[src/rtl/core/lcbs_pkg.sv]
// Package for the LED clock with button set: register indexes, reset values,
// button phase codes and dial constants.
// No dependencies; imported by led_clock_with_button_set.
package lcbs_pkg;

    // register indexes on the configuration port (byte address = 4 * index)
    typedef enum logic [2:0] {
        REG_DEBOUNCE  = 3'd0,
        REG_NORMAL    = 3'd1,
        REG_FAST      = 3'd2,
        REG_LONG      = 3'd3,
        REG_VLONG     = 3'd4,
        REG_IDLE_TMO  = 3'd5
    } reg_index_t;

    localparam int unsigned ADDR_W = 5;

    // register reset values
    localparam logic [9:0]  DEBOUNCE_RST = 10'd100;
    localparam logic [15:0] NORMAL_RST   = 16'd3906;
    localparam logic [15:0] FAST_RST     = 16'd10;
    localparam logic [13:0] LONG_RST     = 14'd3906;
    localparam logic [13:0] VLONG_RST    = 14'd7812;
    localparam logic [15:0] IDLE_TMO_RST = 16'd65000;

    // dial constants
    localparam logic [11:0] SECS_LAST    = 12'd3599;
    localparam logic [11:0] SECS_HOUR    = 12'd3600;
    localparam logic [11:0] SECS_MINUTE  = 12'd59;
    localparam logic [3:0]  HOUR_LAST    = 4'd11;
    localparam logic [3:0]  HOUR_RST     = 4'd9;
    localparam logic [13:0] PRESS_MAX    = 14'd16383;

    // seconds to minutes: (s * 4370) >> 18 is exact for s below 3600
    localparam logic [12:0] MIN_RECIP    = 13'd4370;
    localparam int unsigned MIN_SHIFT    = 18;

    // button machine phases, one-hot
    typedef enum logic [5:0] {
        PH_IDLE     = 6'b000001,
        PH_DEBOUNCE = 6'b000010,
        PH_COUNT    = 6'b000100,
        PH_SHORT    = 6'b001000,
        PH_LONG     = 6'b010000,
        PH_VLONG    = 6'b100000
    } phase_t;

endpackage

[src/rtl/core/led_clock_with_button_set.sv]
// LED clock with a single set button: tick divider, seconds and hours counters,
// LED group decode, button debounce and hold classification, configuration port.
// Depends on lcbs_pkg.

// Each transaction on the s_ side is one timer tick carrying the raw button
// level in s_tdata bit 0. The block accepts one tick every clock cycle and
// returns one transaction per tick on the m_ side in the next cycle, holding the
// 19 LED latches and the set-mode and fast-mode flags as they stand after that
// tick. All counters are updated in the cycle the tick is accepted; the only
// thing that stops s_tready is a result still held in the output register by
// m_tready low. Registers on the APB port (byte addresses 0x00..0x14):
// debounce, normal period, fast period, long press, very long press and idle
// timeout; write them only while no ticks are flowing.
module led_clock_with_button_set (
    input  logic                        aclk,
    input  logic                        aresetn,
    // tick channel
    input  logic                        s_tvalid,
    output logic                        s_tready,
    input  logic [7:0]                  s_tdata,   // [0] button_down, [7:1] zero
    // result channel
    output logic                        m_tvalid,
    input  logic                        m_tready,
    // [7:0] minute_group_leds, [12:8] hour_group_leds, [18:13] quarter_group_leds,
    // [19] setting_hours, [20] fast_running, [23:21] zero
    output logic [23:0]                 m_tdata,
    // configuration port
    input  logic                        psel,
    input  logic                        penable,
    input  logic                        pwrite,
    input  logic [lcbs_pkg::ADDR_W-1:0] paddr,
    input  logic [31:0]                 pwdata,
    output logic [31:0]                 prdata,
    output logic                        pready
);
    import lcbs_pkg::*;

    // decode minute of hour and hour of twelve into the LED groups
    function automatic logic [18:0] redraw(input logic [5:0] minute, input logic [3:0] hour);
        logic [1:0] q;
        logic [3:0] r15;
        logic [1:0] f;
        logic [2:0] r5;
        logic [1:0] h3;
        logic [1:0] h1;
        logic [7:0] gm;
        logic [4:0] gh;
        logic [5:0] gq;
        q   = (minute >= 6'd45) ? 2'd3 : (minute >= 6'd30) ? 2'd2 :
              (minute >= 6'd15) ? 2'd1 : 2'd0;
        r15 = (minute >= 6'd45) ? 4'(minute - 6'd45) : (minute >= 6'd30) ? 4'(minute - 6'd30) :
              (minute >= 6'd15) ? 4'(minute - 6'd15) : minute[3:0];
        f   = (r15 >= 4'd10) ? 2'd2 : (r15 >= 4'd5) ? 2'd1 : 2'd0;
        r5  = (r15 >= 4'd10) ? 3'(r15 - 4'd10) : (r15 >= 4'd5) ? 3'(r15 - 4'd5) : r15[2:0];
        h3  = (hour >= 4'd9) ? 2'd3 : (hour >= 4'd6) ? 2'd2 : (hour >= 4'd3) ? 2'd1 : 2'd0;
        h1  = (hour >= 4'd9) ? 2'(hour - 4'd9) : (hour >= 4'd6) ? 2'(hour - 4'd6) :
              (hour >= 4'd3) ? 2'(hour - 4'd3) : hour[1:0];
        gm  = (8'd1 << r5) | (8'd1 << (3'd5 + {1'b0, f}));
        gh  = 5'd1 << h1;
        gq  = 6'd1 << q;
        if (h3 < 2'd2) begin
            gh = gh | (5'd1 << (3'd3 + {1'b0, h3}));
        end else begin
            gq = gq | (6'd1 << (3'd2 + {1'b0, h3}));
        end
        return {gq, gh, gm};
    endfunction

    // configuration registers
    logic [9:0]  debounce_reg;
    logic [15:0] normal_reg;
    logic [15:0] fast_reg;
    logic [13:0] long_reg;
    logic [13:0] vlong_reg;
    logic [15:0] idle_tmo_reg;

    // clock and button state
    logic [15:0] divider_reg, divider_next;
    logic [11:0] seconds_reg, seconds_next;
    logic [3:0]  hour_reg, hour_next;
    phase_t      phase_reg, phase_next;
    logic [13:0] press_reg, press_next;
    logic [15:0] idle_reg, idle_next;
    logic        hours_sel_reg, hours_sel_next;
    logic        fast_sel_reg, fast_sel_next;
    logic [18:0] led_reg, led_next;

    // result register
    logic        out_valid_reg;
    logic [20:0] out_data_reg;

    logic        in_acc;
    logic        cfg_wr;
    logic        pressed;
    logic [15:0] period;
    logic [16:0] limit;
    logic        rollover;
    logic [11:0] sec_roll;
    logic [11:0] sec_base;
    logic [3:0]  hour_roll;
    logic [24:0] min_prod;
    logic [5:0]  minute;
    logic        timeout;
    phase_t      phase_a;
    logic        hours_sel_a;
    logic [13:0] press_inc;
    logic [12:0] sec_add;

    assign pready   = 1'b1;
    assign cfg_wr   = psel && penable && pwrite && pready;
    assign s_tready = !out_valid_reg || m_tready;
    assign in_acc   = s_tvalid && s_tready;
    assign pressed  = s_tdata[0];
    assign m_tvalid = out_valid_reg;
    assign m_tdata  = {3'b000, out_data_reg};

    // read back the registers
    always_comb begin
        case (paddr[4:2])
            REG_DEBOUNCE: prdata = {22'd0, debounce_reg};
            REG_NORMAL:   prdata = {16'd0, normal_reg};
            REG_FAST:     prdata = {16'd0, fast_reg};
            REG_LONG:     prdata = {18'd0, long_reg};
            REG_VLONG:    prdata = {18'd0, vlong_reg};
            REG_IDLE_TMO: prdata = {16'd0, idle_tmo_reg};
            default:      prdata = 32'd0;
        endcase
    end

    // divider and seconds rollover
    assign period    = fast_sel_reg ? fast_reg : normal_reg;
    assign limit     = {1'b0, period} + {16'd0, (seconds_reg[1:0] == 2'b00)};
    assign rollover  = {1'b0, divider_reg} >= limit;
    assign sec_roll  = (seconds_reg == SECS_LAST) ? 12'd0 : 12'(seconds_reg + 12'd1);
    assign hour_roll = (sec_roll != 12'd0) ? hour_reg :
                       (hour_reg == HOUR_LAST) ? 4'd0 : 4'(hour_reg + 4'd1);
    assign min_prod  = 25'(sec_roll) * 25'(MIN_RECIP);
    assign minute    = min_prod[MIN_SHIFT+5:MIN_SHIFT];

    // idle timeout, checked ahead of the button machine
    always_comb begin
        idle_next   = pressed ? 16'd1 : 16'(idle_reg + 16'd1);
        timeout     = (idle_next == idle_tmo_reg);
        phase_a     = phase_reg;
        hours_sel_a = hours_sel_reg;
        if (timeout) begin
            idle_next   = 16'd0;
            phase_a     = PH_IDLE;
            hours_sel_a = 1'b0;
        end
    end

    // a short press adds its minute to the seconds as they stand after this tick
    assign press_inc = (press_reg < PRESS_MAX) ? 14'(press_reg + 14'd1) : press_reg;
    assign sec_base  = rollover ? sec_roll : seconds_reg;
    assign sec_add   = {1'b0, sec_base} + {1'b0, SECS_MINUTE};

    // clock step and button machine
    always_comb begin
        divider_next   = rollover ? 16'd0 : 16'(divider_reg + 16'd1);
        seconds_next   = sec_base;
        hour_next      = rollover ? hour_roll : hour_reg;
        led_next       = rollover ? redraw(minute, hour_roll) : led_reg;
        phase_next     = phase_a;
        press_next     = press_reg;
        hours_sel_next = hours_sel_a;
        fast_sel_next  = fast_sel_reg;
        case (phase_a)
            PH_IDLE: begin
                if (pressed) begin
                    press_next = 14'd0;
                    phase_next = PH_DEBOUNCE;
                end
            end
            PH_DEBOUNCE: begin
                if (press_reg >= {4'd0, debounce_reg}) begin
                    phase_next = PH_COUNT;
                    press_next = 14'd0;
                end else begin
                    press_next = 14'(press_reg + 14'd1);
                end
            end
            PH_COUNT: begin
                press_next = press_inc;
                if (!pressed) begin
                    if (press_inc < long_reg) begin
                        phase_next = PH_SHORT;
                    end else if (press_inc < vlong_reg) begin
                        phase_next = PH_LONG;
                    end else begin
                        phase_next = PH_VLONG;
                    end
                end
            end
            PH_SHORT: begin
                divider_next = 16'(period - 16'd1);
                if (!hours_sel_a) begin
                    if (sec_add >= {1'b0, SECS_HOUR}) begin
                        seconds_next = 12'(sec_add - {1'b0, SECS_HOUR});
                        hour_next    = (hour_next == HOUR_LAST) ? 4'd0 : 4'(hour_next + 4'd1);
                    end else begin
                        seconds_next = sec_add[11:0];
                    end
                end else begin
                    hour_next = (hour_next == HOUR_LAST) ? 4'd0 : 4'(hour_next + 4'd1);
                end
                phase_next = PH_IDLE;
            end
            PH_LONG: begin
                hours_sel_next = !hours_sel_a;
                phase_next     = PH_IDLE;
            end
            PH_VLONG: begin
                fast_sel_next = !fast_sel_reg;
                phase_next    = PH_IDLE;
            end
            default: begin
                phase_next = PH_IDLE;
            end
        endcase
    end

    // configuration writes
    always_ff @(posedge aclk) begin
        if (!aresetn) begin
            debounce_reg <= DEBOUNCE_RST;
            normal_reg   <= NORMAL_RST;
            fast_reg     <= FAST_RST;
            long_reg     <= LONG_RST;
            vlong_reg    <= VLONG_RST;
            idle_tmo_reg <= IDLE_TMO_RST;
        end else if (cfg_wr) begin
            case (paddr[4:2])
                REG_DEBOUNCE: debounce_reg <= pwdata[9:0];
                REG_NORMAL:   normal_reg   <= pwdata[15:0];
                REG_FAST:     fast_reg     <= pwdata[15:0];
                REG_LONG:     long_reg     <= pwdata[13:0];
                REG_VLONG:    vlong_reg    <= pwdata[13:0];
                REG_IDLE_TMO: idle_tmo_reg <= pwdata[15:0];
                default: ;
            endcase
        end
    end

    // advance the state on every accepted tick
    always_ff @(posedge aclk) begin
        if (!aresetn) begin
            divider_reg   <= 16'(NORMAL_RST - 16'd1);
            seconds_reg   <= 12'd0;
            hour_reg      <= HOUR_RST;
            phase_reg     <= PH_IDLE;
            press_reg     <= 14'd0;
            idle_reg      <= 16'd1;
            hours_sel_reg <= 1'b0;
            fast_sel_reg  <= 1'b0;
            led_reg       <= 19'd0;
        end else if (in_acc) begin
            divider_reg   <= divider_next;
            seconds_reg   <= seconds_next;
            hour_reg      <= hour_next;
            phase_reg     <= phase_next;
            press_reg     <= press_next;
            idle_reg      <= idle_next;
            hours_sel_reg <= hours_sel_next;
            fast_sel_reg  <= fast_sel_next;
            led_reg       <= led_next;
        end
    end

    // hold the result until taken
    always_ff @(posedge aclk) begin
        if (!aresetn) begin
            out_valid_reg <= 1'b0;
        end else if (in_acc) begin
            out_valid_reg <= 1'b1;
        end else if (m_tready) begin
            out_valid_reg <= 1'b0;
        end
    end

    always_ff @(posedge aclk) begin
        if (in_acc) begin
            out_data_reg <= {fast_sel_next, hours_sel_next, led_next};
        end
    end

    // checks
    a_no_overwrite: assert property (@(posedge aclk) disable iff (!aresetn)
        (out_valid_reg && !m_tready) |-> !s_tready)
        else $error("tick accepted while result held");

    a_dial_range: assert property (@(posedge aclk) disable iff (!aresetn)
        (seconds_reg < SECS_HOUR) && (hour_reg <= HOUR_LAST))
        else $error("clock counters out of range");

    a_led_groups: assert property (@(posedge aclk) disable iff (!aresetn)
        (led_reg != 19'd0) |-> ($onehot(led_reg[4:0]) && $onehot(led_reg[7:5]) &&
                                $onehot(led_reg[10:8]) && $onehot(led_reg[16:13]) &&
                                $onehot({led_reg[18:17], led_reg[12:11]})))
        else $error("LED groups not one-hot");

    a_long_swaps: assert property (@(posedge aclk) disable iff (!aresetn)
        (in_acc && phase_reg == PH_LONG && !timeout) |=> (hours_sel_reg != $past(hours_sel_reg)))
        else $error("long press did not swap set mode");

endmodule
[config.mk]
export PLATFORM = sky130hd
export DESIGN_NAME = led_clock_with_button_set
export DESIGN_NICKNAME = d
export VERILOG_FILES = /design/src/rtl/core/lcbs_pkg.sv /design/src/rtl/core/led_clock_with_button_set.sv
export SDC_FILE = /design/constraint.sdc
export NUM_CORES = 1
export LEC_CHECK = 0
export ABC_AREA = 1
export BUFFER_PORTS_ARGS = -buffer_cell sky130_fd_sc_hd__buf_2
export CORE_MARGIN = 2
export CORE_UTILIZATION = 55
export CTS_BUF_LIST = sky130_fd_sc_hd__clkbuf_4 sky130_fd_sc_hd__clkbuf_8
export DETAILED_ROUTE_END_ITERATION = 7
export PLACE_DENSITY_LB_ADDON = 0.25
export SYNTH_ARGS = -nofsm -noshare
export SYNTH_HDL_FRONTEND = slang
export SYNTH_SLANG_ARGS = --single-unit
[constraint.sdc]
create_clock -name aclk -period 6.2 [get_ports aclk]
set_clock_uncertainty 0.05 [all_clocks]
set_input_delay 0.62 -clock aclk [delete_from_list [all_inputs] [get_ports aclk]]
set_output_delay 0.62 -clock aclk [all_outputs]
set_load 0.01 [all_outputs]
* After elaboration in Yosys (flattened, before gate mapping)
Cells that the tools add are included.
** Storage, ports and cells
- Register bits after elaboration :: 197
- Latch bits :: 0
- RAM bits :: 0
- Bits in read-only memories :: 0
- Input port bits :: 52
- Output and inout port bits :: 59
- Word-level logic and storage cells :: 151
- Memories :: 0
** Operators by class
- Add/subtract/negate cells :: 21
- $mul :: 1
- Divide/modulo/power cells :: 0
- Magnitude comparators :: 15
- Equal/unequal tests :: 16
- Shift operators :: 6
- Multiplexer cells :: 53
- Bitwise operators :: 3
- Reductions and logical operators :: 19
** Operators by type and width (count)
- $pmux 16 s6 :: 1
- $mux 16 :: 5
- $mux 12 :: 5
- $mux 14 :: 3
- $mux 6 :: 7
- $pmux 14 s3 :: 1
- $mux 4 :: 10
- $add 16x1->16 const B :: 2
- $lt 14x14->1 :: 2
- $mul 12x12->23 const B :: 1
- $mux 19 :: 1
- $pmux 6 s3 :: 1
- $add 16x1->17 :: 1
- $ge 16x17->1 :: 1
- $eq 16x16->1 :: 1
- $mux 2 :: 8
- $shl 1x3->8 const A :: 2
- $sub 16x1->16 const B :: 1
- $add 14x1->14 const B :: 1
- $ge 14x10->1 :: 1
- $lt 14x14->1 const B :: 1
- $add 12x6->13 const B :: 1
- $ge 13x12->1 const B :: 1
- $add 12x1->12 const B :: 1
- other kinds (48) :: 75

* Logic depth before layout (Yosys ltp)
- Word-level depth :: 14
- Depth in mapped cells :: 50
- Gate-level depth less buffers :: 50

* Worst setup path after synthesis
No wires, ideal clock.
- Path type :: register -> register
- Start point :: register seconds_reg[0]
- End point :: register out_data_reg[7] (data pin)
- Setup time :: 0.254 ns
- Data arrival time :: 6.053 ns
- Required time :: 5.896 ns
- Slack :: -0.157 ns
- Cell stages (with the launch flop) :: 45
- Buffers on the path :: 0
- Clock period less this slack :: 6.357 ns
- Cells stage by stage :: dfxtp_1 ha_1 nand2_1 nor2_1 nand3_1 inv_1 nor2_1 ha_1 inv_1 fa_1 inv_1 ha_1 ha_1 ha_1 nand2_1 nor3_1 inv_1 nor2_1 [9 not listed] nand2_1 inv_1 a21oi_1 nand2_1 nand2_1 inv_1 ha_1 or2_2 nand2_1 nand2_1 nand2_1 nand2_1 nand2_1 inv_1 nand2_1 nand2_1 nand2_1 nand2_1
** Between the ends
- Word-level cells in the longest chain between the ends :: 14
- Elaborated cells on any way between the ends :: 29
- Those cells by class :: 8 x add/sub; 1 x mul; 6 x order compare; 1 x eq/ne; 2 x shift; 9 x mux; 1 x bitwise; 1 x reduce/logical
** Ends and longest elaborated chain
- from (decl) :: RTL line led_clock_with_button_set.sv:79 : logic [11:0] seconds_reg, seconds_next;
- from (signal assigned) :: RTL line led_clock_with_button_set.sv:259 : seconds_reg <= seconds_next;
- $add 12x1->12 or $eq 12x12->1 (tied branches) :: RTL line led_clock_with_button_set.sv:134 : assign sec_roll = (seconds_reg == SECS_LAST) ? 12'd0 : 12'(seconds_reg + 12'd1);
- $mux 12 :: RTL line led_clock_with_button_set.sv:134
- $mul 12x12->23 :: RTL line led_clock_with_button_set.sv:137 : assign min_prod = 25'(sec_roll) * 25'(MIN_RECIP);
- $ge 6x4->1 or $sub 4x4->4 (tied branches) :: RTL line led_clock_with_button_set.sv:52 : (minute >= 6'd15) ? 4'(minute - 6'd15) : minute[3:0];
- $mux 4 :: RTL line led_clock_with_button_set.sv:52
- $mux 4 (2 in series) :: RTL line led_clock_with_button_set.sv:51 : r15 = (minute >= 6'd45) ? 4'(minute - 6'd45) : (minute >= 6'd30) ? 4'(minute - 6'd30) :
- $ge 4x3->1 :: RTL line led_clock_with_button_set.sv:53, led_clock_with_button_set.sv:54
- $mux 1 :: RTL line led_clock_with_button_set.sv:53 : f = (r15 >= 4'd10) ? 2'd2 : (r15 >= 4'd5) ? 2'd1 : 2'd0;
- $mux 2 :: RTL line led_clock_with_button_set.sv:53
- $add 3x2->3 :: RTL line led_clock_with_button_set.sv:58 : gm = (8'd1 << r5) | (8'd1 << (3'd5 + {1'b0, f}));
- $shl 1x3->8 :: RTL line led_clock_with_button_set.sv:58
- $or 8x8->8 :: RTL line led_clock_with_button_set.sv:58
- $mux 19 * :: RTL line led_clock_with_button_set.sv:163 : led_next = rollover ? redraw(minute, hour_roll) : led_reg;
- net led_next[7] :: RTL line led_clock_with_button_set.sv:86 : logic [18:0] led_reg, led_next;
- to (signal assigned) :: RTL line led_clock_with_button_set.sv:283 : out_data_reg <= {fast_sel_next, hours_sel_next, led_next};
- to (decl) :: RTL line led_clock_with_button_set.sv:90 : logic [20:0] out_data_reg;
The timed path passes the listed nets; every way through them passes the cells marked *.
A chain may end at the register's enable or synchronous reset.

* Worst setup path after layout
- Start point :: register seconds_reg[1]
- End point :: register out_data_reg[7] (data pin)
The elaborated chain is that of the path after synthesis.

==> out/metrics.yaml <==
timing:
  drv_slew: 0
  period_share_pct: 98.8
  setup_viol: 0
  hold_violations: 0
  fmax_mhz: 163
  rsz0062_at_grt: "yes"
  tightest_slew_ps: 1260
  period_needed_ps: 6120
  tns_ps: 0
  slew_headroom_pct: 15.4
cts:
  cts.sinks: 197
  cts_tree: "done"
  clkLatencyLatePin_ps: 490
  clk_path_buf_depth: 2
  path_clk_slew_ps: 130
  cts-htree-levels: 4
  cts_buffers: 17
  hold_buffers: 0
  root_buffer: "clkbuf_8"
logic_synthesis:
  ys_seq_area_share_pct: 27.8
  synth_seq_cells: 197
  synth-edff-count: 21
  synth_area_um2: 14900
  syn_inst: 2223
  synth_flop_cell: "dfxtp_1"
  synth-warning-count: 0
  syn-mean-instance-area_um2: 6.72
  synth.distinct_cells: 60
  async_flop_share_pct: 0
critical_path:
  cp_common_cell: "nand2_1"
  crit_required_ps: 6400
  cp-start-kind: "flop"
  crit_start: "seconds_reg[1]$_SDFFE_PN0P_"
  crit_type: "flop to flop"
  crit_end: "out_data_reg[7]$_DFFE_PP_"
  cp_max_fo: 6
  r2r_start: "seconds_reg[1]$_SDFFE_PN0P_"
  slowest_delay_ps: 550
  worstRegToRegCells: 39
  critPathCaptureType: "flop"
  rrSetupSlack_ps: 80
  critical-path-slowest-cell: "fa_2"
  cp.arrival_ps: 6320
  r2r-end: "out_data_reg[7]$_DFFE_PP_"
floorplanning:
  pin_count: 111
  die_h_um: 169
  core_area_um2: 26800
  die_area_um2: 28500
  fp.dieW_um: 169
  initial_core_util_pct: 55.7
  rows: 60
detailed_routing:
  ant_nets: 0
  wire_per_inst_um: 15.9
  vias: 15600
  drc: 0
  initialDrtViolationCount: 1520
  drt_wl_total_mm: 43.8
  avgViaCountPerCell: 5.67
  drtPass1Iterations: 6
global_route:
  grt-ovfl-total: 0
  antenna_found_initial: 1
  grt_start_max_net_pins: 94
  grt_pass1_vias: 14200
  grt_pass1_wl_mm: 68.3
  track_usage_pct: 29.1
pwr:
  power_leakage_uw: 0.00853
  ir_drop_v: 0.000130
  power.density_nw_per_um2: 218
placed_design:
  post-dp-hpwl_mm: 31.1
  io_buffers: 65
  dpl_cell_area_um2: 16400
  routabilityCongestion: 0.939
cells_and_area:
  diodes: 0
  final_nets: 2592
  largest_reg_flops: 21
  drive_gt1_share_pct: 19.6
  area_growth_pct: 19.4
  fillCellCount: 2275
  layout_commonest_cell: "nand2_1"
  final_area_um2: 17800
  most-common-layout-cells: "nand2_1 (427), inv_1 (288), a21oi_1 (176)"
min_path:
  worst_hold_path_type: "input port to flop"
run:
  maxCapViolCount: 0
run_status:
  status: "complete, no violations"
-- worst max-delay path, delay by kind of cell, from the launching register on --
kind,cells,cell delay (ps)
XOR/XNOR,2,340
AO/OA/AOI/OAI,5,950
AND/OR/NAND/NOR,19,1930
buffers and inverters,7,680
adder cells (fa/ha/maj),6,1550
flip-flops,1,370
-- repair_timing --
| action | in CTS | in global routing |
|---|---|---|
| pin swaps | 16 | 67 |
| resized for setup | 40 | 153 |
| buffers inserted | 5 | 22 |
| setup endpoints to repair | 16 | 28 |
-- report_power, final --
| group | leakage (µW) | total, µW | internal (µW) | switching, µW |
|---|---|---|---|---|
| clock network | 0.000217 | 887 | 329 | 558 |
| registers | 0.00165 | 1410 | 1370 | 47.1 |
| logic | 0.00667 | 1580 | 637 | 942 |
| total | 0.00853 | 3880 | 2330 | 1550 |
-- synthesized netlist by cell type, types with 9 or more instances --
master	count	area (µm²)
buf_2	10	50.1
nand4_1	27	169
clkbuf_1	55	206
inv_1	311	1170
buf_4	21	158
a21oi_1	184	921
nor3_1	38	190
o22ai_1	15	93.8
nor2_1	186	698
o211ai_1	28	210
a221oi_1	13	114
ha_1	138	1730
nand3_1	132	661
edfxtp_1	21	631
o21ai_0	176	881
xor2_1	57	499
o221ai_1	10	87.6
nand2_2	9	56.3
dfxtp_1	176	3520
nand2_1	466	1750
or2_2	23	144
o21ai_1	19	95.1
a31oi_1	12	75.1
-- stage by stage --
step,utilization [%],hold WS (ps),power (µW),std cells,worst slack (ps)
final,66.6,395,3880,2749,77.2
after global routing,66.6,392,4110,2749,-267
after CTS,63.9,374,3660,2729,1.67
after detailed placement,61.0,416,2710,2692,-379
after global placement,61.0,403,2670,2692,-208
after floorplan,-,391,2290,2241,5.29
-- cells by family after synthesis --
group / after synthesis / synth area share, %
compound gates: 501 / 19.1
xor+xnor: 59 / 3.51
simple gates: 908 / 26.0
flops: 197 / 27.8
buf+inv: 411 / 11.1
other cells: 2 / 0.0503
fa+ha+maj: 145 / 12.5
-- worst min-delay path by stage --
stage / start / end / slack (ps) / depth (start not counted)
2_1_floorplan: vlong_reg[0]$_SDFFE_PN0P_ / vlong_reg[0]$_SDFFE_PN0P_ / 390 / 2
3_3_place_gp: idle_reg[3]$_SDFFE_PN0P_ / idle_reg[3]$_SDFFE_PN0P_ / 400 / 2
3_5_place_dp: idle_reg[3]$_SDFFE_PN0P_ / idle_reg[3]$_SDFFE_PN0P_ / 420 / 2
4_1_cts: pwdata[12] / vlong_reg[12]$_SDFFE_PN1P_ / 370 / 3
5_1_grt: pwdata[0] / debounce_reg[0]$_SDFFE_PN0P_ / 390 / 3
6_report: pwdata[12] / vlong_reg[12]$_SDFFE_PN1P_ / 400 / 3
-- final cells by class --
type                       count  area [µm²]  share of cell area (%)
timing repair buffer         227        1570                    8.79
clock buffer                  18         248                    1.39
multi-input combinational   1633       10000                    56.2
sequential                   197        4160                    23.3
clock inverter                14         190                    1.07
inverter                     319        1210                    6.81
tap                          341         427                    2.39
-- layer usage --
layer  routed length (µm)  track usage (%)  vias up
li1                     -                -     7679
met1                19000             37.8     7201
met2                20600             50.6      605
met3                 3200             4.82       94
met4                 1020             6.71        0
met5                    0                0        -
No activity file was read; power rests on OpenSTA's default activity.
